`config.mk`:
```
export PLATFORM = sky130hd
export DESIGN_NAME = svm_mix_flat
export DESIGN_NICKNAME = d
export VERILOG_FILES = /design/src/rtl/svm_pkg.sv /design/src/rtl/svm_chan_if.sv /design/src/rtl/svm_mix.sv /design/src/flat_wrapper.sv
export SDC_FILE = /design/constraint.sdc
export NUM_CORES = 1
export LEC_CHECK = 0
export BUFFER_PORTS_ARGS = -buffer_cell sky130_fd_sc_hd__buf_2
export CAP_MARGIN = 10
export CORE_ASPECT_RATIO = 1.5
export CORE_MARGIN = 2
export CORE_UTILIZATION = 45
export CTS_BUF_LIST = sky130_fd_sc_hd__clkbuf_16
export DETAILED_ROUTE_END_ITERATION = 8
export PLACE_DENSITY = 0.65
export SKIP_LAST_GASP = 1
export SYNTH_ARGS = -nofsm -noshare
export SYNTH_HDL_FRONTEND = slang
export SYNTH_SLANG_ARGS = --single-unit
```
`constraint.sdc`:
```
create_clock -name clk -period 16.45 [get_ports clk]
set_input_delay 4.1125 -clock clk [delete_from_list [all_inputs] [get_ports clk]]
set_output_delay 4.1125 -clock clk [all_outputs]
set_load 0.1 [all_outputs]
```
`src/rtl/svm_pkg.sv`:
```
// shared types, codes and constants of the sample playback voice mixer
package svm_pkg;

  localparam int SAMPLE_BITS     = 16;
  localparam int FRAME_DEPTH_DEF = 65536;
  localparam int QUEUE_DEPTH     = 2;
  localparam int POS_W           = 33;
  localparam int FRAME_W         = 17;
  localparam int SPEED_W         = 24;
  localparam int VOL_W           = 16;
  localparam int LOOP_W          = 16;
  localparam int FC_W            = 17;
  localparam int ADDR_IN_W       = 16;
  localparam int CFG_DATA_W      = 24;
  localparam int CFG_IDX_W       = 3;
  localparam int OP_W            = 3;
  localparam int WORD_W          = 2 * SAMPLE_BITS;

  localparam logic signed [SPEED_W-1:0] SPEED_RST = 24'sd65536;
  localparam logic [VOL_W-1:0]          VOL_RST   = 16'd16384;
  localparam logic [LOOP_W-1:0]         LSTART_RST = 16'd0;
  localparam logic [LOOP_W-1:0]         LEND_RST   = 16'd65535;
  localparam logic                      STOP_RST   = 1'b1;
  localparam logic [FC_W-1:0]           FC_RST     = 17'd0;

  typedef logic signed [SAMPLE_BITS-1:0] pcm_t;
  typedef logic signed [POS_W-1:0]       pos_t;
  typedef logic signed [FRAME_W-1:0]     frame_t;
  typedef logic [CFG_IDX_W-1:0]          cfg_idx_t;
  typedef logic [CFG_DATA_W-1:0]         cfg_data_t;
  typedef logic [OP_W-1:0]               op_code_t;

  typedef enum logic [OP_W-1:0] {
    OP_MIX      = 3'd0,
    OP_WRITE    = 3'd1,
    OP_SET_POS  = 3'd2,
    OP_SET_PLAY = 3'd3,
    OP_TOGGLE   = 3'd4
  } op_t;

  typedef enum logic [CFG_IDX_W-1:0] {
    REG_SPEED       = 3'd0,
    REG_VOLUME      = 3'd1,
    REG_LOOP_ENABLE = 3'd2,
    REG_LOOP_START  = 3'd3,
    REG_LOOP_END    = 3'd4,
    REG_STOP_ON_END = 3'd5,
    REG_FRAME_COUNT = 3'd6
  } cfg_reg_t;

  typedef enum logic [2:0] {
    CMD_MIX,
    CMD_WRITE,
    CMD_SET_POS,
    CMD_SET_PLAY,
    CMD_TOGGLE,
    CMD_NOP
  } cmd_kind_t;

  typedef struct packed {
    cmd_kind_t              kind;
    pcm_t                   samp_l;
    pcm_t                   samp_r;
    logic                   first;
    logic                   last;
    pos_t                   new_pos;
    logic [ADDR_IN_W-1:0]   waddr;
    logic                   play_flag;
  } cmd_t;

  typedef struct packed {
    logic    do_mix;
    pcm_t    samp_l;
    pcm_t    samp_r;
    logic    playing;
    frame_t  pos_frame;
    logic    ended;
  } ctx_t;

endpackage

```
`src/rtl/svm_chan_if.sv`:
```


interface svm_out_if;
  import svm_pkg::*;

  logic    valid;
  logic    ready;
  pcm_t    out_left;
  pcm_t    out_right;
  logic    playing_now;
  frame_t  position_frame;
  logic    ended_now;

  modport source (
    output valid, out_left, out_right, playing_now, position_frame, ended_now,
    input  ready
  );

  modport sink (
    input  valid, out_left, out_right, playing_now, position_frame, ended_now,
    output ready
  );
endinterface

```
`src/rtl/svm_mix.sv`:
```
// mix stage: on do_mix adds volume-scaled stored frames, saturates; holds result
module svm_mix (
  input  logic                               clk,
  input  logic                               rst_n,
  input  svm_pkg::ctx_t                      ctx,
  input  logic                               ctx_valid,
  output logic                               ctx_ready,
  input  logic [2*svm_pkg::SAMPLE_BITS-1:0]  rd_data,
  input  logic [svm_pkg::VOL_W-1:0]          volume,
  svm_out_if.source                          out_ch
);
  import svm_pkg::*;

  localparam int PROD_W = SAMPLE_BITS + VOL_W + 1;
  localparam int NUM_W  = PROD_W + 2;
  localparam int QUO_W  = NUM_W - 14;
  localparam logic signed [QUO_W-1:0] SAT_HI = QUO_W'((1 <<< (SAMPLE_BITS - 1)) - 1);
  localparam logic signed [QUO_W-1:0] SAT_LO = QUO_W'(-(1 <<< (SAMPLE_BITS - 1)));

  function automatic pcm_t mix_one(pcm_t smp_in, pcm_t stored,
                                   logic [VOL_W-1:0] vol);
    logic signed [PROD_W-1:0] prod;
    logic signed [NUM_W-1:0]  num;
    logic signed [QUO_W-1:0]  quo;
    prod = stored * $signed({1'b0, vol});
    num  = (NUM_W'(smp_in) <<< 14) + NUM_W'(prod);
    // divide by 2^14 rounding toward zero
    if (num[NUM_W-1]) begin
      quo = QUO_W'((num + NUM_W'(16383)) >>> 14);
    end else begin
      quo = QUO_W'(num >>> 14);
    end
    if (quo > SAT_HI) begin
      mix_one = SAT_HI[SAMPLE_BITS-1:0];
    end else if (quo < SAT_LO) begin
      mix_one = SAT_LO[SAMPLE_BITS-1:0];
    end else begin
      mix_one = quo[SAMPLE_BITS-1:0];
    end
  endfunction

  logic    out_v_r;
  pcm_t    left_r, right_r;
  logic    playing_r, ended_r;
  frame_t  pos_frame_r;
  pcm_t    left_nxt, right_nxt;
  logic    take;

  assign ctx_ready = !out_v_r || out_ch.ready;
  assign take      = ctx_valid && ctx_ready;

  always_comb begin
    if (ctx.do_mix) begin
      left_nxt  = mix_one(ctx.samp_l, rd_data[SAMPLE_BITS-1:0], volume);
      right_nxt = mix_one(ctx.samp_r, rd_data[WORD_W-1:SAMPLE_BITS], volume);
    end else begin
      left_nxt  = ctx.samp_l;
      right_nxt = ctx.samp_r;
    end
  end

  always_ff @(posedge clk) begin
    if (!rst_n) begin
      out_v_r <= 1'b0;
    end else if (take) begin
      out_v_r <= 1'b1;
    end else if (out_ch.ready) begin
      out_v_r <= 1'b0;
    end
  end

  always_ff @(posedge clk) begin
    if (take) begin
      left_r      <= left_nxt;
      right_r     <= right_nxt;
      playing_r   <= ctx.playing;
      pos_frame_r <= ctx.pos_frame;
      ended_r     <= ctx.ended;
    end
  end

  assign out_ch.valid          = out_v_r;
  assign out_ch.out_left       = left_r;
  assign out_ch.out_right      = right_r;
  assign out_ch.playing_now    = playing_r;
  assign out_ch.position_frame = pos_frame_r;
  assign out_ch.ended_now      = ended_r;

endmodule

```
`src/flat_wrapper.sv`:
```
// flat-port wrapper written by rule: the top's interface ports become plain ports
module svm_mix_flat import svm_pkg::*;
  (clk, rst_n, ctx, ctx_valid, ctx_ready, rd_data, volume, out_ch_valid, out_ch_out_left, out_ch_out_right, out_ch_playing_now, out_ch_position_frame, out_ch_ended_now, out_ch_ready);
  svm_out_if out_ch_i ();
  input  logic clk;
  input  logic rst_n;
  input  svm_pkg::ctx_t ctx;
  input  logic ctx_valid;
  output logic ctx_ready;
  input  logic [2*svm_pkg::SAMPLE_BITS-1:0] rd_data;
  input  logic [svm_pkg::VOL_W-1:0] volume;
  output wire logic [$bits(out_ch_i.valid)-1:0] out_ch_valid;
  output wire logic [$bits(out_ch_i.out_left)-1:0] out_ch_out_left;
  output wire logic [$bits(out_ch_i.out_right)-1:0] out_ch_out_right;
  output wire logic [$bits(out_ch_i.playing_now)-1:0] out_ch_playing_now;
  output wire logic [$bits(out_ch_i.position_frame)-1:0] out_ch_position_frame;
  output wire logic [$bits(out_ch_i.ended_now)-1:0] out_ch_ended_now;
  input wire logic [$bits(out_ch_i.ready)-1:0] out_ch_ready;
  assign out_ch_valid = out_ch_i.valid;
  assign out_ch_out_left = out_ch_i.out_left;
  assign out_ch_out_right = out_ch_i.out_right;
  assign out_ch_playing_now = out_ch_i.playing_now;
  assign out_ch_position_frame = out_ch_i.position_frame;
  assign out_ch_ended_now = out_ch_i.ended_now;
  assign out_ch_i.ready = out_ch_ready;
  svm_mix u_core (.clk(clk), .rst_n(rst_n), .ctx(ctx), .ctx_valid(ctx_valid), .ctx_ready(ctx_ready), .rd_data(rd_data), .volume(volume), .out_ch(out_ch_i));
endmodule
```
# Yosys cells after proc, flatten, opt, wreduce, memory -nomap -nowiden
# Cells that the tools add are included.
[totals] regBits=52 elab_cells=32 mem_bits_ro=0 memories=0 output_inout_bits=53 latchBits=0 ram_bits=0
[classes] n_reduce_logical=4 n_eq_ne=0 shift=0 mux=12 multipliers=2 magnitude_cmp=4 n_addsub=4 n_div=0 bitwise=0
[ops] op="$mux 16" count=6
[ops] op="$mux 21" count=4
[ops] op="$add 35x15->35 const B" count=2
[ops] op="$add 30x33->34" count=2
[ops] op="$mul 16x17->33" count=2
[ops] op="$gt 21x16->1 const B" count=2
[ops] op="$lt 21x16->1 const B" count=2
[ops] op="$mux 1" count=2
[ops] op="$reduce_bool 2->1" count=1
[ops] op="$logic_and 1x1->1" count=1
[ops] op="$logic_not 1->1" count=1
[ops] op="$logic_or 1x1->1" count=1

# Longest topological paths before layout
[logic_depth] ltp_word=9 mapped_depth=30 ltp_nobuf=25

# Least setup slack after synthesis
# Ideal clock, no wire load.
[synth_path] path_type="input to register" from="input port rd_data[7] in the netlist's numbering" to="register u_core.left_r[5] (netlist: u_core.out_ch.out_left[5]) (data pin)" setup_time_ns=0.275 slack_ns=5.296 arrival_ns=10.878 path_stages=24 path_buffers=2 required_ns=16.175 cell_sequence="clkbuf_1 nand2_1 fa_1 inv_1 fa_1 fa_1 fa_1 fa_1 inv_1 fa_1 inv_1 ha_1 a21oi_1 a21boi_0 a311oi_2 nor2_1 nor4_1 and3_1 nand4_2 nand4bb_4 mux2_4 a211oi_4 buf_6 o311ai_1"
[synth_between] elab_chain_len=9 elab_cells_between_ends=10 cone_classes="add/sub (2); mul (1); order compare (2); mux (5)"
[synth_rtl] item="start: declaration" line_no="flat_wrapper.sv:10" text="input logic [2*svm_pkg::SAMPLE_BITS-1:0] rd_data;"
[synth_rtl] item="$mul 16x17->33 (*)" line_no="svm_mix.sv:25" text="prod = stored * $signed({1'b0, vol});"
[synth_rtl] item="$add 30x33->34 (*)" line_no="svm_mix.sv:26" text="num = (NUM_W'(smp_in) <<< 14) + NUM_W'(prod);"
[synth_rtl] item="$add 35x15->35" line_no="svm_mix.sv:29" text="quo = QUO_W'((num + NUM_W'(16383)) >>> 14);"
[synth_rtl] item="$mux 21 (*)" line_no="svm_mix.sv:28" text="if (num[NUM_W-1]) begin"
[synth_rtl] item="$mux 21 (*)" line_no="svm_mix.sv:53" text="if (ctx.do_mix) begin"
[synth_rtl] item="$lt 21x16->1" line_no="svm_mix.sv:35" text="end else if (quo < SAT_LO) begin"
[synth_rtl] item="$mux 16" line_no="svm_mix.sv:35"
[synth_rtl] item="$mux 16 (*)" line_no="svm_mix.sv:33" text="if (quo > SAT_HI) begin"
[synth_rtl] item="$mux 16 (*)" line_no="svm_mix.sv:53"
[synth_rtl] item="named net u_core.left_nxt[5]" line_no="svm_mix.sv:46" text="pcm_t left_nxt, right_nxt;"
[synth_rtl] item="end signal: assignment" line_no="svm_mix.sv:74" text="left_r <= left_nxt;"
[synth_rtl] item="end: declaration" line_no="svm_mix.sv:43" text="pcm_t left_r, right_r;"
# Mark *: on every way through the listed nets, which the timed path passes. The rest lies on a longest branch. The select of a mux whose other input is x is not followed.
# A chain may end at the register's enable or synchronous reset.

# Worst setup path in the final report
[layout_path] from="input port volume[13] in the netlist's numbering" to="register u_core.left_r[11] (netlist: u_core.out_ch.out_left[11]) (data pin)"
[layout_between] elab_chain_len=9 elab_cells_between_ends=10 cone_classes="add/sub (2); mul (1); order compare (2); mux (5)"
[layout_rtl] item="start: declaration" line_no="flat_wrapper.sv:11" text="input logic [svm_pkg::VOL_W-1:0] volume;"
[layout_rtl] item="$mul 16x17->33 (*)" line_no="svm_mix.sv:25"
[layout_rtl] item="$add 30x33->34 (*)" line_no="svm_mix.sv:26"
[layout_rtl] item="$add 35x15->35" line_no="svm_mix.sv:29"
[layout_rtl] item="$mux 21 (*)" line_no="svm_mix.sv:28"
[layout_rtl] item="$mux 21 (*)" line_no="svm_mix.sv:53"
[layout_rtl] item="$lt 21x16->1" line_no="svm_mix.sv:35"
[layout_rtl] item="$mux 16" line_no="svm_mix.sv:35"
[layout_rtl] item="$mux 16 (*)" line_no="svm_mix.sv:33"
[layout_rtl] item="$mux 16 (*)" line_no="svm_mix.sv:53"
[layout_rtl] item="named net u_core.left_nxt[11]" line_no="svm_mix.sv:46"
# Marked as above.

==> results.md <==
- Slowest stage delay, CP: 830 ps
- Total wire length: 60000 µm
- Initial DRC Count: 583
- CTS buffer count: 5
- Skew-Pair Late Insertion Delay: 320 ps
- PostCTS Resize Cnt: 0
- Final Wtd Congestion: 0.951
- Ys Warns: 0
- Post-DP HPWL: 50000 µm
- Core ar.: 50400 µm²
- Worst Path Required: 16580 ps
- Detailed Routing Iterations Pass 1: 5
- Setup TNS: 0 ps
- Register area share after synthesis: 6.78%
- CP max FO: 32
- Most used DFF post-synth: edfxtp_1
- Crit Path Category: input port to register
- Largest net degree at the start of global routing: 48
- Reg2reg setup slack: 14660 ps
- Avg Inst Size Synth: 8.59 µm²
- H-tree lvl count: 2
- Commonest cells after routing, fill and taps aside: inv_1 (608), fa_1 (426), nand2_1 (319), and2_1 (270), ha_1 (232)
- Nets: 3479
- Die area: 52700 µm²
- Seq cells post-synth: 52
- RSZ-0062 raised after global routing: false
- Final Hold Viols: 0
- Status: finished clean
- Post-synthesis async set-or-reset flop share: 0%
- Cell breakdown of the critical path: buf_2 -> nand2_1 -> fa_1 -> fa_1 -> inv_1 -> fa_1 -> fa_1 -> fa_1 -> inv_1 -> fa_1 -> inv_1 -> ha_1 -> a21oi_1 -> o21ai_0 -> a21oi_1 -> mux2_2 -> a41oi_1 -> nand4_1 -> and4b_1 -> nand4bb_1 -> xnor2_1 -> a41oi_1 -> o32ai_1
- Routed via count: 18070
- Startpoint Class: input port
- Least-Margin Pin Slew: 1110 ps
- Initial antenna violation count: 2
- Minimum clock period: 12620 ps
- Num rows: 101
- Hold WS: 543 ps
- MaxCap Viol Count: 0
- Fin util: 48.1%
- Setup Buffers After CTS: 0
- Worst hold path type: register to register
- CTS tree: done
- Initial Util: 45.4%
- DRC viols: 0
- Commonest non-fill, non-tap cell in the layout: inv_1
- Arrival time at the worst endpoint: 12760 ps
- Vias in the first global route: 19947
- DIE WIDTH: 188 µm
- WL/cell: 17.7 µm
- Crit-path most repeated cell: fa_1
- Clock buffer depth: 2
- Die Span Y: 280 µm
- Final worst path period share: 76.7%
- Clock sinks: 52
- Layout cells sized above 1: 7.58%
- Final worst setup slack: 3830 ps
- Vias/cell: 5.33
- Final max-slew violation count: 0
- Clock root buffer master: clkbuf_16
- All-Layer GR Usage: 23.7%
- Pre-CTS setup slack: 3620 ps
- Max_slew headroom: 25.1%
- Gr ovfl total: 0
- Io pins: 157
- Hold_buf cts: 0
- Crit path capture type: register
- Post-synth cell types: 86
- Slowest cell on crit path: xnor2_1
- Syn Nets: 3423
- Mapped cell area: 22900 µm²
- Routed Antenna Nets: 0
- Global-route wire length before repair: 99800 µm
- Clock skew: 8.79 ps
- Synth-to-Final Area Change: 6.09%
- Setup violators final: 0
- Syn Inst Count: 2661
- Peak Freq: 79.2 MHz
- Worst path buffer plus inverter count: 4
- EDFF count, synth: 51
- PortBufs: 156
- Clock-pin transition on the worst setup and hold timing paths: 80 ps
- Family with the most delay on the worst path: adder cells
==> layer usage <==
layer	vias up	global-route usage, %	part of all wire, %	wire length, µm
met5	-	0	0.022	13
met2	422	46.9	55	33200
met3	172	1.88	2.7	1610
li1	8360	-	-	-
met1	9114	24.9	37	22200
met4	2	11.4	5.1	3040
==> flip-flops by register name (all words and copies together) (netlist names) <==
name                          flops
u_core.out_ch.position_frame     17
u_core.out_ch.out_left           16
u_core.out_ch.out_right          16
u_core.out_ch.ended_now           1
u_core.out_ch.playing_now         1
u_core.out_ch.valid               1
==> metrics by stage <==
step,std cells,cell area [µm²]
after floorplan,2661,22900
after global placement,3378,24100
after detailed placement,3378,24100
after CTS,3386,24300
after global routing,3388,24300
final,3388,24300
==> path summary, 6_finish.rpt <==
path / from / end / cells after the start
setup / recovery: volume[13] / u_core.out_ch.out_left[11] / 23
hold / removal: u_core.out_ch.valid / u_core.out_ch.valid / 2
setup reg to reg: u_core.out_ch.valid / u_core.out_ch.out_left[0] / 3
hold reg to reg: u_core.out_ch.valid / u_core.out_ch.valid / 2
==> area by class of cell <==
type | count | area, µm²
Antenna cell | 1 | 2.50
Sequential cell | 52 | 1550
Multi-Input combinational cell | 1887 | 18600
Tap cell | 669 | 837
Clock inverter | 3 | 27.5
Timing Repair Buffer | 163 | 831
Inverter | 608 | 2280
Fill cell | 4881 | 26200
Clock buffer | 5 | 125
==> synthesized netlist by cell type, drive strengths merged, types with 14 or more instances <==
master	count	area (µm²)
inv	608	2280
fa	426	8530
nand2	320	1200
and2	272	1700
ha	232	2900
clkbuf	104	390
nor2	100	375
a21oi	74	378
edfxtp	51	1530
o21ai	50	250
xnor2	44	385
nand3	36	180
nand4	27	175
xor2	23	201
nor3	19	111
a211oi	16	133
a21o	14	105
mux2i	14	140
o21a	14	105
==> worst register-to-register path: stages (launching register included) <==
cell and delay, ps:
dfxtp_1 310, nand2b_1 100, and2_2 520, buf_4 490
==> cells by family after synthesis <==
logic type	after synthesis	synth area share, %
and+or+nand+nor	868	19.6
buffers and inverters	722	11.9
adders and majority gates	658	50.0
AOI/OAI and AO/OA	276	8.32
xor gates and xnor gates	67	2.57
DFF	52	6.78
muxes	18	0.826
Power is left out: the tool's default activity adds up to more than one toggle a clock period on the data nets, which glitch-free logic cannot reach.
