<file path="src/rtl/svm_pkg.sv">
// shared types, codes and constants of the sample playback voice mixer
package svm_pkg;

  localparam int SAMPLE_BITS     = 16;
  localparam int FRAME_DEPTH_DEF = 65536;
  localparam int QUEUE_DEPTH     = 2;
  localparam int POS_W           = 33;
  localparam int FRAME_W         = 17;
  localparam int SPEED_W         = 24;
  localparam int VOL_W           = 16;
  localparam int LOOP_W          = 16;
  localparam int FC_W            = 17;
  localparam int ADDR_IN_W       = 16;
  localparam int CFG_DATA_W      = 24;
  localparam int CFG_IDX_W       = 3;
  localparam int OP_W            = 3;
  localparam int WORD_W          = 2 * SAMPLE_BITS;

  localparam logic signed [SPEED_W-1:0] SPEED_RST = 24'sd65536;
  localparam logic [VOL_W-1:0]          VOL_RST   = 16'd16384;
  localparam logic [LOOP_W-1:0]         LSTART_RST = 16'd0;
  localparam logic [LOOP_W-1:0]         LEND_RST   = 16'd65535;
  localparam logic                      STOP_RST   = 1'b1;
  localparam logic [FC_W-1:0]           FC_RST     = 17'd0;

  typedef logic signed [SAMPLE_BITS-1:0] pcm_t;
  typedef logic signed [POS_W-1:0]       pos_t;
  typedef logic signed [FRAME_W-1:0]     frame_t;
  typedef logic [CFG_IDX_W-1:0]          cfg_idx_t;
  typedef logic [CFG_DATA_W-1:0]         cfg_data_t;
  typedef logic [OP_W-1:0]               op_code_t;

  typedef enum logic [OP_W-1:0] {
    OP_MIX      = 3'd0,
    OP_WRITE    = 3'd1,
    OP_SET_POS  = 3'd2,
    OP_SET_PLAY = 3'd3,
    OP_TOGGLE   = 3'd4
  } op_t;

  typedef enum logic [CFG_IDX_W-1:0] {
    REG_SPEED       = 3'd0,
    REG_VOLUME      = 3'd1,
    REG_LOOP_ENABLE = 3'd2,
    REG_LOOP_START  = 3'd3,
    REG_LOOP_END    = 3'd4,
    REG_STOP_ON_END = 3'd5,
    REG_FRAME_COUNT = 3'd6
  } cfg_reg_t;

  typedef enum logic [2:0] {
    CMD_MIX,
    CMD_WRITE,
    CMD_SET_POS,
    CMD_SET_PLAY,
    CMD_TOGGLE,
    CMD_NOP
  } cmd_kind_t;

  typedef struct packed {
    cmd_kind_t              kind;
    pcm_t                   samp_l;
    pcm_t                   samp_r;
    logic                   first;
    logic                   last;
    pos_t                   new_pos;
    logic [ADDR_IN_W-1:0]   waddr;
    logic                   play_flag;
  } cmd_t;

  typedef struct packed {
    logic    do_mix;
    pcm_t    samp_l;
    pcm_t    samp_r;
    logic    playing;
    frame_t  pos_frame;
    logic    ended;
  } ctx_t;

endpackage

</file>
<file path="src/rtl/svm_chan_if.sv">
// valid/ready channel interfaces for the input items and the result items

interface svm_in_if;
  import svm_pkg::*;

  logic                 valid;
  logic                 ready;
  op_code_t             operation;
  pcm_t                 sample_left;
  pcm_t                 sample_right;
  logic                 first_of_block;
  logic                 last_of_block;
  pos_t                 new_position;
  logic [ADDR_IN_W-1:0] write_address;
  logic                 play_flag;

  modport source (
    output valid, operation, sample_left, sample_right, first_of_block,
           last_of_block, new_position, write_address, play_flag,
    input  ready
  );

  modport sink (
    input  valid, operation, sample_left, sample_right, first_of_block,
           last_of_block, new_position, write_address, play_flag,
    output ready
  );
endinterface


</file>
<file path="src/rtl/svm_front.sv">
// front end: accepts input transactions, decodes them and queues commands
module svm_front (
  input  logic           clk,
  input  logic           rst_n,
  svm_in_if.sink         in_ch,
  output svm_pkg::cmd_t  q_cmd,
  output logic           q_valid,
  input  logic           q_ready
);
  import svm_pkg::*;

  localparam int PW = (QUEUE_DEPTH > 1) ? $clog2(QUEUE_DEPTH) : 1;
  localparam int CW = $clog2(QUEUE_DEPTH + 1);

  cmd_t            q_mem [QUEUE_DEPTH];
  logic [PW-1:0]   wr_ptr_r, wr_ptr_nxt;
  logic [PW-1:0]   rd_ptr_r, rd_ptr_nxt;
  logic [CW-1:0]   count_r, count_nxt;
  cmd_t            dec_cmd;
  logic            push, pop;

  // classify the incoming transaction
  always_comb begin
    dec_cmd.samp_l    = in_ch.sample_left;
    dec_cmd.samp_r    = in_ch.sample_right;
    dec_cmd.first     = in_ch.first_of_block;
    dec_cmd.last      = in_ch.last_of_block;
    dec_cmd.new_pos   = in_ch.new_position;
    dec_cmd.waddr     = in_ch.write_address;
    dec_cmd.play_flag = in_ch.play_flag;
    case (in_ch.operation)
      OP_MIX:      dec_cmd.kind = CMD_MIX;
      OP_WRITE:    dec_cmd.kind = CMD_WRITE;
      OP_SET_POS:  dec_cmd.kind = CMD_SET_POS;
      OP_SET_PLAY: dec_cmd.kind = CMD_SET_PLAY;
      OP_TOGGLE:   dec_cmd.kind = CMD_TOGGLE;
      default:     dec_cmd.kind = CMD_NOP;
    endcase
  end

  assign in_ch.ready = (count_r != CW'(QUEUE_DEPTH));
  assign q_valid     = (count_r != '0);
  assign q_cmd       = q_mem[rd_ptr_r];
  assign push        = in_ch.valid && in_ch.ready;
  assign pop         = q_valid && q_ready;

  always_comb begin
    wr_ptr_nxt = wr_ptr_r;
    rd_ptr_nxt = rd_ptr_r;
    count_nxt  = count_r;
    if (push) begin
      wr_ptr_nxt = (wr_ptr_r == PW'(QUEUE_DEPTH - 1)) ? '0 : wr_ptr_r + 1'b1;
    end
    if (pop) begin
      rd_ptr_nxt = (rd_ptr_r == PW'(QUEUE_DEPTH - 1)) ? '0 : rd_ptr_r + 1'b1;
    end
    case ({push, pop})
      2'b10:   count_nxt = count_r + 1'b1;
      2'b01:   count_nxt = count_r - 1'b1;
      default: count_nxt = count_r;
    endcase
  end

  always_ff @(posedge clk) begin
    if (!rst_n) begin
      wr_ptr_r <= '0;
      rd_ptr_r <= '0;
      count_r  <= '0;
    end else begin
      wr_ptr_r <= wr_ptr_nxt;
      rd_ptr_r <= rd_ptr_nxt;
      count_r  <= count_nxt;
    end
  end

  always_ff @(posedge clk) begin
    if (push) begin
      q_mem[wr_ptr_r] <= dec_cmd;
    end
  end

endmodule

</file>
<file path="src/flat_wrapper.sv">
// flat-port wrapper written by rule: the top's interface ports become plain ports
module svm_front_flat import svm_pkg::*;
  (clk, rst_n, q_cmd, q_valid, q_ready, in_ch_valid, in_ch_operation, in_ch_sample_left, in_ch_sample_right, in_ch_first_of_block, in_ch_last_of_block, in_ch_new_position, in_ch_write_address, in_ch_play_flag, in_ch_ready);
  svm_in_if in_ch_i ();
  input  logic clk;
  input  logic rst_n;
  output svm_pkg::cmd_t q_cmd;
  output logic q_valid;
  input  logic q_ready;
  input wire logic [$bits(in_ch_i.valid)-1:0] in_ch_valid;
  input wire logic [$bits(in_ch_i.operation)-1:0] in_ch_operation;
  input wire logic [$bits(in_ch_i.sample_left)-1:0] in_ch_sample_left;
  input wire logic [$bits(in_ch_i.sample_right)-1:0] in_ch_sample_right;
  input wire logic [$bits(in_ch_i.first_of_block)-1:0] in_ch_first_of_block;
  input wire logic [$bits(in_ch_i.last_of_block)-1:0] in_ch_last_of_block;
  input wire logic [$bits(in_ch_i.new_position)-1:0] in_ch_new_position;
  input wire logic [$bits(in_ch_i.write_address)-1:0] in_ch_write_address;
  input wire logic [$bits(in_ch_i.play_flag)-1:0] in_ch_play_flag;
  output wire logic [$bits(in_ch_i.ready)-1:0] in_ch_ready;
  assign in_ch_i.valid = in_ch_valid;
  assign in_ch_i.operation = in_ch_operation;
  assign in_ch_i.sample_left = in_ch_sample_left;
  assign in_ch_i.sample_right = in_ch_sample_right;
  assign in_ch_i.first_of_block = in_ch_first_of_block;
  assign in_ch_i.last_of_block = in_ch_last_of_block;
  assign in_ch_i.new_position = in_ch_new_position;
  assign in_ch_i.write_address = in_ch_write_address;
  assign in_ch_i.play_flag = in_ch_play_flag;
  assign in_ch_ready = in_ch_i.ready;
  svm_front u_core (.clk(clk), .rst_n(rst_n), .in_ch(in_ch_i), .q_cmd(q_cmd), .q_valid(q_valid), .q_ready(q_ready));
endmodule
</file>
<file path="config.mk">
export PLATFORM = sky130hd
export DESIGN_NAME = svm_front_flat
export DESIGN_NICKNAME = d
export VERILOG_FILES = /design/src/rtl/svm_pkg.sv /design/src/rtl/svm_chan_if.sv /design/src/rtl/svm_front.sv /design/src/flat_wrapper.sv
export SDC_FILE = /design/constraint.sdc
export NUM_CORES = 1
export LEC_CHECK = 0
export BUFFER_PORTS_ARGS = -buffer_cell sky130_fd_sc_hd__buf_4
export CORE_MARGIN = 2
export CORE_UTILIZATION = 30
export CTS_CLUSTER_SIZE = 16
export DETAILED_ROUTE_END_ITERATION = 6
export GPL_TIMING_DRIVEN = 1
export SLEW_MARGIN = 20
export SYNTH_ARGS = -nofsm -noshare
export SYNTH_HDL_FRONTEND = slang
export SYNTH_SLANG_ARGS = --single-unit
export TNS_END_PERCENT = 30
</file>
<file path="constraint.sdc">
create_clock -name clk -period 3.96 [get_ports clk]
set_input_delay 0.198 -clock clk [delete_from_list [all_inputs] [get_ports clk]]
set_output_delay 0.198 -clock clk [all_outputs]
set_load 0.03 [all_outputs]
</file>
; ---- After elaboration in Yosys (flattened, before gate mapping)
; Memory sizes are Yosys's and may differ from the RTL's. A register that Yosys moved wholly into a read port is not among the register bits.
; Index checks and enable logic that the tools add are counted.
[word_totals]
mem_count = 1
inputBits = 91
elab_cells = 28
ramBits = 174
register_bits = 4
out_inout_bits = 89
[memory_table]
columns = name, depth, width, rd, rd_ports_with_merged_regs, wr, line
row1 = u_core.q_mem, 2, 87, 1, 1, 1, svm_front.sv:15  ; cmd_t q_mem [QUEUE_DEPTH];
[op_classes]
n_addsub = 4
reduce_logical = 5
mux = 8
eq_ne = 7
[op_table]
columns = op, n
row1 = 3-bit one-hot mux with 5 select lines, 1
row2 = "3-bit by 2-bit == test with 1-bit output, second input constant", 2
row3 = 1-bit 2-to-1 mux, 6
row4 = 2-bit one-hot mux with 2 select lines, 1
row5 = 2-bit nonzero test, 2
row6 = "3-bit by 1-bit == test with 1-bit output, second input constant", 1
row7 = "3-bit == test, second input constant", 1
row8 = 3-bit logical NOT, 1
row9 = "1-bit adder, second input constant", 2
row10 = "2-bit by 1-bit adder with 2-bit output, second input constant", 1
row11 = "2-bit by 1-bit == test with 1-bit output, second input constant", 1
row12 = "2-bit == test, second input constant", 1
row13 = 1-bit logical AND, 2
row14 = "2-bit != test, second input constant", 1
row15 = "2-bit by 1-bit subtractor with 2-bit output, second input constant", 1

; ---- Depth between registers and ports, before layout
; Gate-level depths: netlist of the first run.
[depth]
ltp_word = 4
depth_mapped = 6
depth_no_buf = 6

; ---- Least setup slack after synthesis of the first run
; OpenSTA, ideal clock, no wires.
[synth_path]
kind = flip-flop to flip-flop
startpoint = register u_core.count_r[0]
endpoint = memory u_core.q_mem[1][0] in the netlist's numbering (enable)
n_path_buf = 0
required_time_ns = 3.504
arrival_time_ns = 2.901
setup_slack_ns = 0.603
period_less_slack_ns = 3.357
setup_ns = 0.456
path_stages_with_launch = 3
cell_sequence = dfxtp_1 > nand2b_1 > and3_1
[synth_between]
elab_chain_len = 4
[synth_lines]
columns = element, line
row1 = start: declaration, svm_front.sv:18  ; logic [CW-1:0] count_r, count_nxt;
row2 = start signal: assignment, svm_front.sv:72  ; count_r <= count_nxt;
row3 = 2-bit != test, svm_front.sv:41  ; assign in_ch.ready = (count_r != CW'(QUEUE_DEPTH));
row4 = named net in_ch_ready, flat_wrapper.sv:19  ; output wire logic [$bits(in_ch_i.ready)-1:0] in_ch_ready;
row5 = 1-bit logical AND, svm_front.sv:44  ; assign push = in_ch.valid && in_ch.ready;
row6 = 1-bit 2-to-1 mux, svm_front.sv:77  ; if (push) begin
row7 = 1-bit 2-to-1 mux (implied by the code), svm_front.sv:78  ; q_mem[wr_ptr_r] <= dec_cmd;
row8 = end: declaration, svm_front.sv:15
; The timed path passes the listed nets, and every way through them passes these cells.

==> summary.md, run 1 <==
| Metric | Value |
|---|---|
| Status | `finished, final reports clean` |
| Slew Viols, Final | `0` |
| Antenna cell count | `0` |
| Cell area after synthesis | `6530 um^2` |
| Slowest CP cell | `dfxtp_4` |
| Initial DRT Pass Iterations | `4` |
| Worst Path Required | `3760 ps` |
| Die Y-Extent | `152 um` |
| Worst-margin pin slew | `569 ps` |
| Total GRT Usage | `11.6%` |
| Worst Hold Class | `in -> reg` |
| Worst-skew pair later-pin latency | `410 ps` |
| Dpl cells | `745` |
| Global placer's final weighted congestion | `0.696` |
| Routed vias/inst | `4.29` |
| Worst Clk Skew | `6.99 ps` |
| Worst-path fanout max | `35` |
| Starting density of the core | `30.8%` |
| Synthesized flop and latch total | `179` |
| Synth Instances | `298` |
| Die footprint | `23,000 um^2` |
| Vias | `3,700` |
| Share of layout cells above drive strength 1 | `51.7%` |
| Core Area | `21,200 um^2` |
| Remaining antenna violation count after routing | `0` |
| Final Instance Area | `9670 um^2` |
| Remaining DRCs | `0` |
| Root Buffer | `clkbuf_16` |
| Placement Setup Slack | `1590 ps` |
| Leakage dissipation | `3.58 nW` |
| Final hold viol count | `0` |
| CTS resizes | `0` |
| RSZ-0062 raised after global routing | `false` |
| Max stage delay on crit path | `600 ps` |
| Layout Cells excl Fill | `863` |
| Placed inst area | `8230 um^2` |
| Clk pin slew, worst setup/hold paths | `60 ps` |
| Iter 0 DRT Violations | `82` |
| Hpwl dp | `8360 um` |
| Syn Nets | `390` |
| Final nets | `667` |
| Area grow syn2layout | `48.1%` |
| Commonest non-fill, non-tap cell in the layout | `buf_4` |
| Fmax | `439 MHz` |
| Most frequent cells in the layout | `180 x buf_4, 174 x edfxtp_1, 87 x mux2_2, 85 x dlygate4sd3_1, 17 x clkbuf_16` |
| Initial antenna violation count | `0` |
| Crit start category | `register` |
| DR WL/cell | `15.5 um` |
| Critical path cell sequence | `buf_12, buf_12, mux2_2, buf_4` |
| Gr ovfl total | `0` |
| Num CTS Buffers | `17` |
| Setup TNS | `0 ps` |
| Post-synthesis sequential area ratio | `81.5%` |
| Dominant cell type by count on the critical path | `buf_12` |
| Syn avg cell area | `21.9 um^2` |
| H-tree levels | `4` |
| Crit path arrival time | `2080 ps` |
| Final setup margin | `1680 ps` |
| Row Count | `53` |
| VDD IR max | `0.394 mV` |
| Pwr Density | `645 nW/um^2` |
| CTS tree | `built` |
| Sink Count | `179` |
| Ys Warns | `0` |
| Synth async-reset ratio | `0%` |
| Max Root-Sink Buffers | `2` |
| I/O Pins | `180` |
| Type of the worst setup path | `reg -> out` |
| Crit. End Element | `output port` |
| Setup violators final | `0` |
| Top FF cell, synth | `edfxtp_1` |
| IO buf count | `179` |
| Rel. slew slack | `62.1%` |
| Minimum clock period | `2280 ps` |
| Vias in the first global route | `4,063` |
| First-pass GRT wire length | `20,100 um` |
| Final period util | `57.5%` |
| Largest net degree at the start of global routing | `78` |
| Number of synthesized flops with an enable pin | `174` |
| Synth unique cells | `23` |
| Detailed-route wire length | `13,400 um` |
| Die Wd | `152 um` |
| Max_cap viols | `0` |
==> worst max-delay path: cells and delay by family, from the launching register on <==
family	cells	cell delay [ps]
buffers and inverters	3	660
multiplexers	1	380
flip-flops	1	600
==> metrics by stage <==
| stage | util, % | hold slack (ps) | total power, mW |
|---|---|---|---|
| final | 45.6 | 49.5 | 6.24 |
| after global routing | 45.6 | 36.0 | 6.51 |
| after CTS | 45.4 | 20.4 | 6.33 |
| after detailed placement | 38.8 | 386 | 4.62 |
| after global placement | 38.5 | 383 | 4.55 |
| after floorplan | - | 297 | 3.87 |
==> synth_stat cells, types with 3 or more instances <==
library cell  number  area [um^2]
edfxtp_1         174         5230
mux2_2            87          980
buf_2              6         30.0
dfxtp_1            5          100
buf_6              4         45.0
nor2b_1            3         18.8
xnor2_1            3         26.3
==> power by group <==
group	internal, mW	total [mW]	switching (mW)	leakage (nW)
Sequential	2.39	2.50	0.106	1.67
Combinational	0.918	2.13	1.21	1.64
Clock	0.925	1.61	0.685	0.273
==> cell families (layout without fill, tap and decap cells) <==
logic type	after synthesis	after routing	share of synthesized area, %
DFF	179	179	81.5
muxes	87	87	15.0
buffers and inverters	12	302	1.26
and+or+nand+nor	10	10	0.939
AOI/OAI and AO/OA	6	6	0.690
xor gates and xnor gates	3	3	0.402
adders and majority gates	1	1	0.192
==> area by class of cell <==
type	instances	area, um^2
clock buffers	18	429
multi-input cells	107	1130
fillers	1831	11500
repair buffers	269	2300
clock inverters	14	136
well taps	275	344
inverters	1	6.26
flip-flops and latches	179	5330
==> layer usage <==
layer,vias up,routed length [um],track usage [%]
li1,1738,-,-
met1,1832,5460,13.2
met2,115,7000,20.7
met3,15,703,3.44
met4,0,193,4.49
met5,-,0,0
==> path summary, 6_finish.rpt <==
path	start	endpoint	slack, ps	cells past startpoint
worst max-delay path	register	q_cmd[72]	1680	4
worst min-delay path	rst_n	register	50	2
worst max register to register	u_core.count_r[0]	u_core.q_mem[1][29]	1820	4
worst min register to register	u_core.rd_ptr_r	register	550	2
==> state kept, by name, indices dropped and copies added (netlist names), named ones only <==
register and count:
u_core.rd_ptr_r 1, u_core.q_mem 174, u_core.count_r 2, u_core.wr_ptr_r 1
==> timing repair <==
| action | 4_1_cts | 5_1_grt |
|---|---|---|
| setup buffers | 0 | 0 |
| hold buffers | 85 | 0 |
| hold endpoints to repair | 170 | 0 |
Power figures use the tool's default switching activity.
==> run 2: changes to the inputs <==
Settings changed: ABC_AREA set to 1.
Clock period 3.96 ns to 2.07 ns, I/O delays scaled along.
==> run 2 against run 1 <==
  * Synthesized cell count increased by 4.4%
  * Power increased by 70%
  * Clock-buffer cell count unchanged
  * Routed wire length increased by 0.82%
  * Critical endpoint is now q_cmd[66]
  * Largest power group unchanged
==> summary.md, run 2 <==
| Metric | Value |
|---|---|
| Sequential Area | `5330 um^2 (about the same)` |
| Fmax | `567 MHz` |
| Top FF cell, synth | `edfxtp_1` |
| Die Wd | `153 um (+0.89%)` |
| Gate power share | `27.3% (-6.9 points)` |
| Die Y-Extent | `153 um (+0.89%)` |
| Final nets | `684 (+2.5%)` |
| Global placer's final weighted congestion | `0.680 (-2.4%)` |
| Gr ovfl total | `0 (unchanged)` |
| Largest regs | `u_core.q_mem: 174 flops, u_core.count_r: 2 flops` |
| Remaining DRCs | `0 (unchanged)` |
| Sink Count | `179 (unchanged)` |
| Clk pin slew, worst setup/hold paths | `60 ps (about the same)` |
| Final period util | `85.2%` |
| Type of the worst setup path | `reg -> out` |
| Share of layout cells above drive strength 1 | `51.0% (-0.71 points)` |
| Syn avg cell area | `21.4 um^2 (-2.4%)` |
| I/O Pins | `180 (unchanged)` |
| Most frequent cells in the layout | `179 x buf_4, 174 x edfxtp_1, 88 x dlygate4sd3_1, 57 x mux2_2, 30 x mux2_4` |
| Worst-skew pair later-pin latency | `410 ps (about the same)` |
| Num CTS Buffers | `17 (unchanged)` |
| Number of synthesized flops with an enable pin | `174 (unchanged)` |
| Leakage dissipation | `3.74 nW (+4.5%)` |
| Detailed-route wire length | `13,500 um (+0.82%)` |
| Status | `finished, final reports clean` |
| Synth Instances | `311 (+4.4%)` |
| Die footprint | `23,400 um^2 (+1.8%)` |
| Reg-to-reg endpoint | `u_core.q_mem[1][47]` |
| Final hold viol count | `0 (unchanged)` |
| Minimum clock period | `1760 ps` |
| Crit start category | `register` |
| Max_cap viols | `0 (unchanged)` |
| H-tree levels | `4 (unchanged)` |
| Setup TNS | `0 ps (unchanged)` |
| Sw Ratio | `29.1% (-3.0 points)` |
| Sequential share of power | `43.0% (+3.0 points)` |
| Starting density of the core | `30.5% (-0.30 points)` |
| Pwr Density | `1070 nW/um^2 (+66%)` |
| Crit. End Element | `output port` |
| Worst-margin pin slew | `324 ps (-244 ps)` |
| VDD IR max | `0.500 mV (+27%)` |
| Synthesized flop and latch total | `179 (unchanged)` |
| Met3 GRT Util | `3.26% (-0.18 points)` |
| Switching power total | `3.08 mW (+54%)` |
| Hold Crit Endpoint | `u_core.q_mem[1][84]` |
| Worst Hold Class | `in -> reg` |
| Met2 Resource Use GR | `19.6% (-1.1 points)` |
| Footprint of the multi-input gates | `1250 um^2 (+11%)` |
| Setup violators final | `0 (unchanged)` |
| Max FFs per register | `174 (unchanged)` |
| Commonest non-fill, non-tap cell in the layout | `buf_4` |
| Worst Path Required | `1970 ps (-1790 ps)` |
| Worst-path fanout max | `45 (+29%)` |
| Synth async-reset ratio | `0% (unchanged)` |
| Crit path arrival time | `1660 ps (-420 ps)` |
| Yosys top cell area share | `78.5% (-1.4 points)` |
| RSZ-0062 raised after global routing | `false` |
| Reg with most FFs | `u_core.q_mem` |
| Row Count | `54 (+1.9%)` |
| CTS tree | `built` |
| Worst reg-to-reg setup slack | `670 ps (-1150 ps)` |
| Internal | `7.50 mW (+77%)` |
| Top cell type by total area after synthesis | `edfxtp_1` |
| Vias | `3,759 (+1.6%)` |
| Vias in the first global route | `4,053 (-0.25%)` |
| R2R cell count | `5 (+1)` |
| Synth unique cells | `17 (-26%)` |
| Post-synthesis sequential area ratio | `80.0% (-1.5 points)` |
| Rel. slew slack | `78.4% (+16 points)` |
| Iter 0 DRT Violations | `126 (+54%)` |
| Most frequent cell after synthesis | `edfxtp_1` |
| Clock Power Share | `29.7% (+3.9 points)` |
| Root Buffer | `clkbuf_16` |
| Ys Warns | `0 (unchanged)` |
| Core Area | `21,800 um^2 (+2.8%)` |
| Hold path depth | `2 (unchanged)` |
| Final Util | `45.3% (-0.33 points)` |
| Slew Viols, Final | `0 (unchanged)` |
| IO buf count | `179 (unchanged)` |
| Worst Clk Skew | `6.77 ps (-0.213 ps)` |
| First-pass GRT wire length | `20,800 um (+3.3%)` |
| DR WL/cell | `15.2 um (-1.6%)` |
| Cell area after synthesis | `6650 um^2 (+1.8%)` |
| Remaining antenna violation count after routing | `0 (unchanged)` |
| Worst r2r src | `u_core.count_r[0]` |
| Routed vias/inst | `4.25 (-0.82%)` |
| Max Root-Sink Buffers | `2 (unchanged)` |
| Largest net degree at the start of global routing | `46 (-41%)` |
| Antenna cell count | `0 (unchanged)` |
| Initial antenna violation count | `0 (unchanged)` |
| Most Used Layer, Global Route | `met2` |
| Top post-synthesis cells by count | `174 x edfxtp_1, 57 x mux2_2, 30 x mux2_4` |
| Ranking of synthesized cells by area | `edfxtp_1 79%, mux2_2 9.6%, mux2_4 6.8%` |
| Initial DRT Pass Iterations | `5 (+1)` |
| Area grow syn2layout | `48.4%` |
| Syn Nets | `403 (+3.3%)` |
| Filler instances | `1,897 (+3.6%)` |
| Total GRT Usage | `11.4% (-0.21 points)` |
| Post-CTS Setup Bufs | `0 (unchanged)` |
| Hold_sp | `in_ch_operation[1]` |
| M1 GR Usage | `13.8% (+0.59 points)` |
| Hpwl dp | `8720 um (+4.2%)` |
==> run 2: changes by cell type in the layout (fill, tap and decap cells not counted), sizes merged, moves of 3 or more <==
cell	previous run	this run
dlygate4sd3	85	88
inv	3	11
nor2	0	11
clkinv	8	2
nand2	1	10
xnor2	3	0
nor2b	3	0
==> run 2: kinds of logic (layout without fill, tap and decap cells) <==
family | count (synthesis) | in the layout | synth area share, %
multiplexers | 87 | 87 | 16.4
flip-flops | 179 | 179 | 80.0
AO/OA/AOI/OAI | 4 | 4 | 0.376
AND/OR/NAND/NOR | 23 | 23 | 1.35
buffers and inverters | 17 | 310 | 1.62
adder cells (fa/ha/maj) | 1 | 1 | 0.188
==> run 2: critical path: stages, from the launching register on <==
cell and delay, ps:
dfxtp_4 370, buf_12 260, mux2_2 390, buf_4 170
==> run 2: layout make-up <==
cell class	count	area share, %
inverter	6	0.228
multi-input combinational	115	12.7
tap	280	3.55
clock inverter	13	1.51
clock buffer	18	4.35
sequential	179	54.0
timing repair buffer	273	23.7
==> run 2: stage by stage <==
step                      worst slack (ps)  instance area, um^2  power [mW]  hold slack [ps]  cells
after CTS                              273                 9880        10.7             3.26    884
after detailed placement               694                 8420        7.42              291    765
after global routing                   247                 9880        11.0             28.6    884
after floorplan                       -271                 6680        6.42              202    311
after global placement                 728                 8420        7.37              289    765
final                                  307                 9880        10.6             30.0    884
==> run 2: power groups by stage <==
stage | sequential [mW] | combinational [mW] | clock, mW
3_5_place_dp | 4.63 | 2.79 | 0
4_1_cts | 4.55 | 2.93 | 3.25
2_1_floorplan | 4.60 | 1.82 | 0
5_1_grt | 4.58 | 3.05 | 3.40
6_report | 4.55 | 2.89 | 3.14
3_3_place_gp | 4.61 | 2.76 | 0
==> run 2: timing repair <==
action / 4_1_cts / 5_1_grt
hold buffers: 88 / 0
resized for setup: 0 / 0
endpoints found under the hold margin: 177 / 0
==> run 2: routing by layer <==
layer,vias to the layer above,share of wire [%]
li1,1765,-
met1,1855,42
met2,127,51
met3,12,5.4
met4,0,1.2
met5,-,0
==> run 2: how the worst max path moves through the flow <==
stage	slack, ps	to	depth (start not counted)
final	310	q_cmd[66]	3
after global routing	250	q_cmd[63]	3
after CTS	270	q_cmd[63]	3
after detailed placement	690	u_core.q_mem[1][44]	5
after global placement	730	u_core.q_mem[1][44]	5
after floorplan	-270	u_core.q_mem[1][0]	4
==> run 3: changes to the inputs <==
Settings changed: ABC_AREA 1 to not set, SLEW_MARGIN 20 to not set.
==> run 3 against run 2 <==
  * Flip-flop and latch count did not move
  * Setup slack got worse by 150 ps
  * Clock-buffer cell count is 4 higher
  * Core utilization increased by 0.56 points
  * Largest cell class unchanged
==> summary.md, run 3 (same netlist as run 1, synthesis figures left out) <==
| Metric | Value |
|---|---|
| Status | `finished, final reports clean` |
| Total GRT Usage | `11.8% (+0.41 points)` |
| Pwr Density | `1240 nW/um^2 (+15%)` |
| Vias in the first global route | `4,059 (+0.15%)` |
| Die Y-Extent | `152 um (-0.88%)` |
| Leakage dissipation | `3.58 nW (-4.2%)` |
| Global placer's final weighted congestion | `0.718 (+5.6%)` |
| DR WL/cell | `15.7 um (+3.0%)` |
| Worst r2r src | `u_core.count_r[1]` |
| Placement Setup Slack | `585 ps (-108 ps)` |
| Gr ovfl total | `0 (unchanged)` |
| Worst reg-to-reg setup slack | `570 ps (-100 ps)` |
| Type of the worst setup path | `reg -> out` |
| Area grow syn2layout | `48.8%` |
| Detailed-route wire length | `13,600 um (+0.88%)` |
| Commonest non-fill, non-tap cell in the layout | `buf_4` |
| Max FFs per register | `174 (unchanged)` |
| Hpwl dp | `8200 um (-5.9%)` |
| Setup violators final | `0 (unchanged)` |
| Rel. slew slack | `66.7% (-12 points)` |
| Vias | `3,686 (-1.9%)` |
| Worst Clk Skew | `7.44 ps (+0.667 ps)` |
| I/O Pins | `180 (unchanged)` |
| Max_cap viols | `0 (unchanged)` |
| Final period util | `92.6% (+7.4 points)` |
| Starting density of the core | `30.8% (+0.30 points)` |
| Row Count | `53 (-1.9%)` |
| First-pass GRT wire length | `20,300 um (-2.5%)` |
| Sink Count | `179 (unchanged)` |
| Final nets | `670 (-2.0%)` |
| Minimum clock period | `1920 ps (+153 ps)` |
| Routed vias/inst | `4.26 (about the same)` |
| Worst-margin pin slew | `500 ps (+175 ps)` |
| Hold Crit Endpoint | `u_core.wr_ptr_r` |
| Max stage delay on crit path | `420 ps (+30 ps)` |
| Share of layout cells above drive strength 1 | `51.3% (+0.28 points)` |
| Hold path depth | `3 (+1)` |
| Fmax | `522 MHz (-8.0%)` |
| Most frequent cells in the layout | `179 x buf_4, 174 x edfxtp_1, 88 x dlygate4sd3_1, 87 x mux2_2, 17 x clkbuf_16` |
| Dpl cells | `746 (-2.5%)` |
| Crit path arrival time | `1810 ps (+150 ps)` |
| Reg-to-reg endpoint | `u_core.count_r[1]` |
| Layout Cells excl Fill | `866 (-2.0%)` |
| Clk pin slew, worst setup/hold paths | `60 ps (about the same)` |
| Worst Path Required | `1970 ps (about the same)` |
| Filler instances | `1,854 (-2.3%)` |
| Initial antenna violation count | `0 (unchanged)` |
| Largest regs | `u_core.q_mem: 174 flops, u_core.count_r: 2 flops` |
| RSZ-0062 raised after global routing | `false` |
| Critical path cell sequence | `buf_12, mux2_2, buf_4` |
| Largest net degree at the start of global routing | `88 (+91%)` |
| Post-CTS Setup Bufs | `0 (unchanged)` |
| Crit. End Element | `output port` |
| Worst-skew pair later-pin latency | `410 ps (about the same)` |
| Worst Hold Class | `in -> reg` |
| IO buf count | `179 (unchanged)` |
| Die footprint | `23,000 um^2 (-1.8%)` |
| R2R cell count | `4 (-1)` |
| Final hold viol count | `0 (unchanged)` |
| Remaining DRCs | `0 (unchanged)` |
| Hold_sp | `in_ch_valid` |
| Antenna cell count | `0 (unchanged)` |
| VDD IR max | `0.853 mV (+71%)` |
| Max Root-Sink Buffers | `2 (unchanged)` |
| CTS tree | `built` |
| Final setup margin | `154 ps (-153 ps)` |
| Iter 0 DRT Violations | `85 (-33%)` |
| Crit start category | `register` |
| Worst-path fanout max | `87 (+93%)` |
| Die Wd | `152 um (-0.88%)` |
| Slowest CP cell | `mux2_2` |
| Remaining antenna violation count after routing | `0 (unchanged)` |
| Slew Viols, Final | `0 (unchanged)` |
| Reg with most FFs | `u_core.q_mem` |
| Core Area | `21,200 um^2 (-2.8%)` |
| Num CTS Buffers | `17 (unchanged)` |
| Root Buffer | `clkbuf_16` |
| Initial DRT Pass Iterations | `5 (unchanged)` |
| Hold_ws | `37.5 ps (+7.45 ps)` |
| H-tree levels | `4 (unchanged)` |
-- run 3: cell count changes in the layout (fill, tap and decap cells not counted), sizes merged, moves of 2 or more --
cell	delta
inv	-11
nand2	-9
clkinv	+2
clkbuf	+4
a21boi	+2
nor2	-11
xnor2	+3
nor2b	+3
-- run 3: routing by layer --
| metal | vias to the layer above | global-route usage [%] | wire [um] |
|---|---|---|---|
| met1 | 1823 | 13.4 | 5640 |
| met2 | 112 | 20.8 | 6980 |
| met4 | 0 | 4.35 | 183 |
| met5 | - | 0 | 0 |
| met3 | 12 | 3.95 | 782 |
| li1 | 1739 | - | - |
-- run 3: worst max-delay path by stage --
stage / to / start / slack, ps
floorplan: u_core.q_mem[0][0] / u_core.count_r[0] / -280
global placement: q_cmd[48] / register / 620
detailed placement: u_core.count_r[1] / u_core.count_r[1] / 590
CTS: q_cmd[48] / register / 140
global route: q_cmd[42] / register / 100
finish: q_cmd[48] / register / 150
-- run 3: what timing repair did --
item                                    CTS  global route
gates resized for setup                   0             0
hold buffers                             88             0
endpoints found under the hold margin   179             0
endpoints found under the setup margin    0             0
-- run 3: where the power goes --
part	leakage, nW	internal (mW)	total, mW	switching (mW)
Sequential	1.67	4.58	4.71	0.130
Clock	0.269	1.89	3.15	1.26
Combinational	1.65	1.76	4.15	2.39
Total	3.58	8.23	12.0	3.78
-- run 3: area by class of cell --
class	count	area (um^2)	area share, %
inverters	1	7.51	0.0772
well taps	275	344	3.54
repair buffers	272	2320	23.9
clock inverters	10	134	1.38
clock buffers	22	444	4.57
multi-input cells	107	1140	11.7
flip-flops and latches	179	5330	54.8
-- run 3: critical path: cells and delay by family (launching register included) --
kind,cells,cell delay (ps)
buf+inv,2,550
mux,1,420
flops,1,350
-- run 3: per-stage QoR --
stage	instance area [um^2]	util (%)	setup TNS (ps)	power, mW
after global placement	8260	38.9	0	8.79
after floorplan	6550	-	-29930	7.42
after detailed placement	8260	38.9	0	8.85
final	9720	45.8	0	12.0
after CTS	9720	45.8	0	12.2
after global routing	9720	45.8	0	12.5
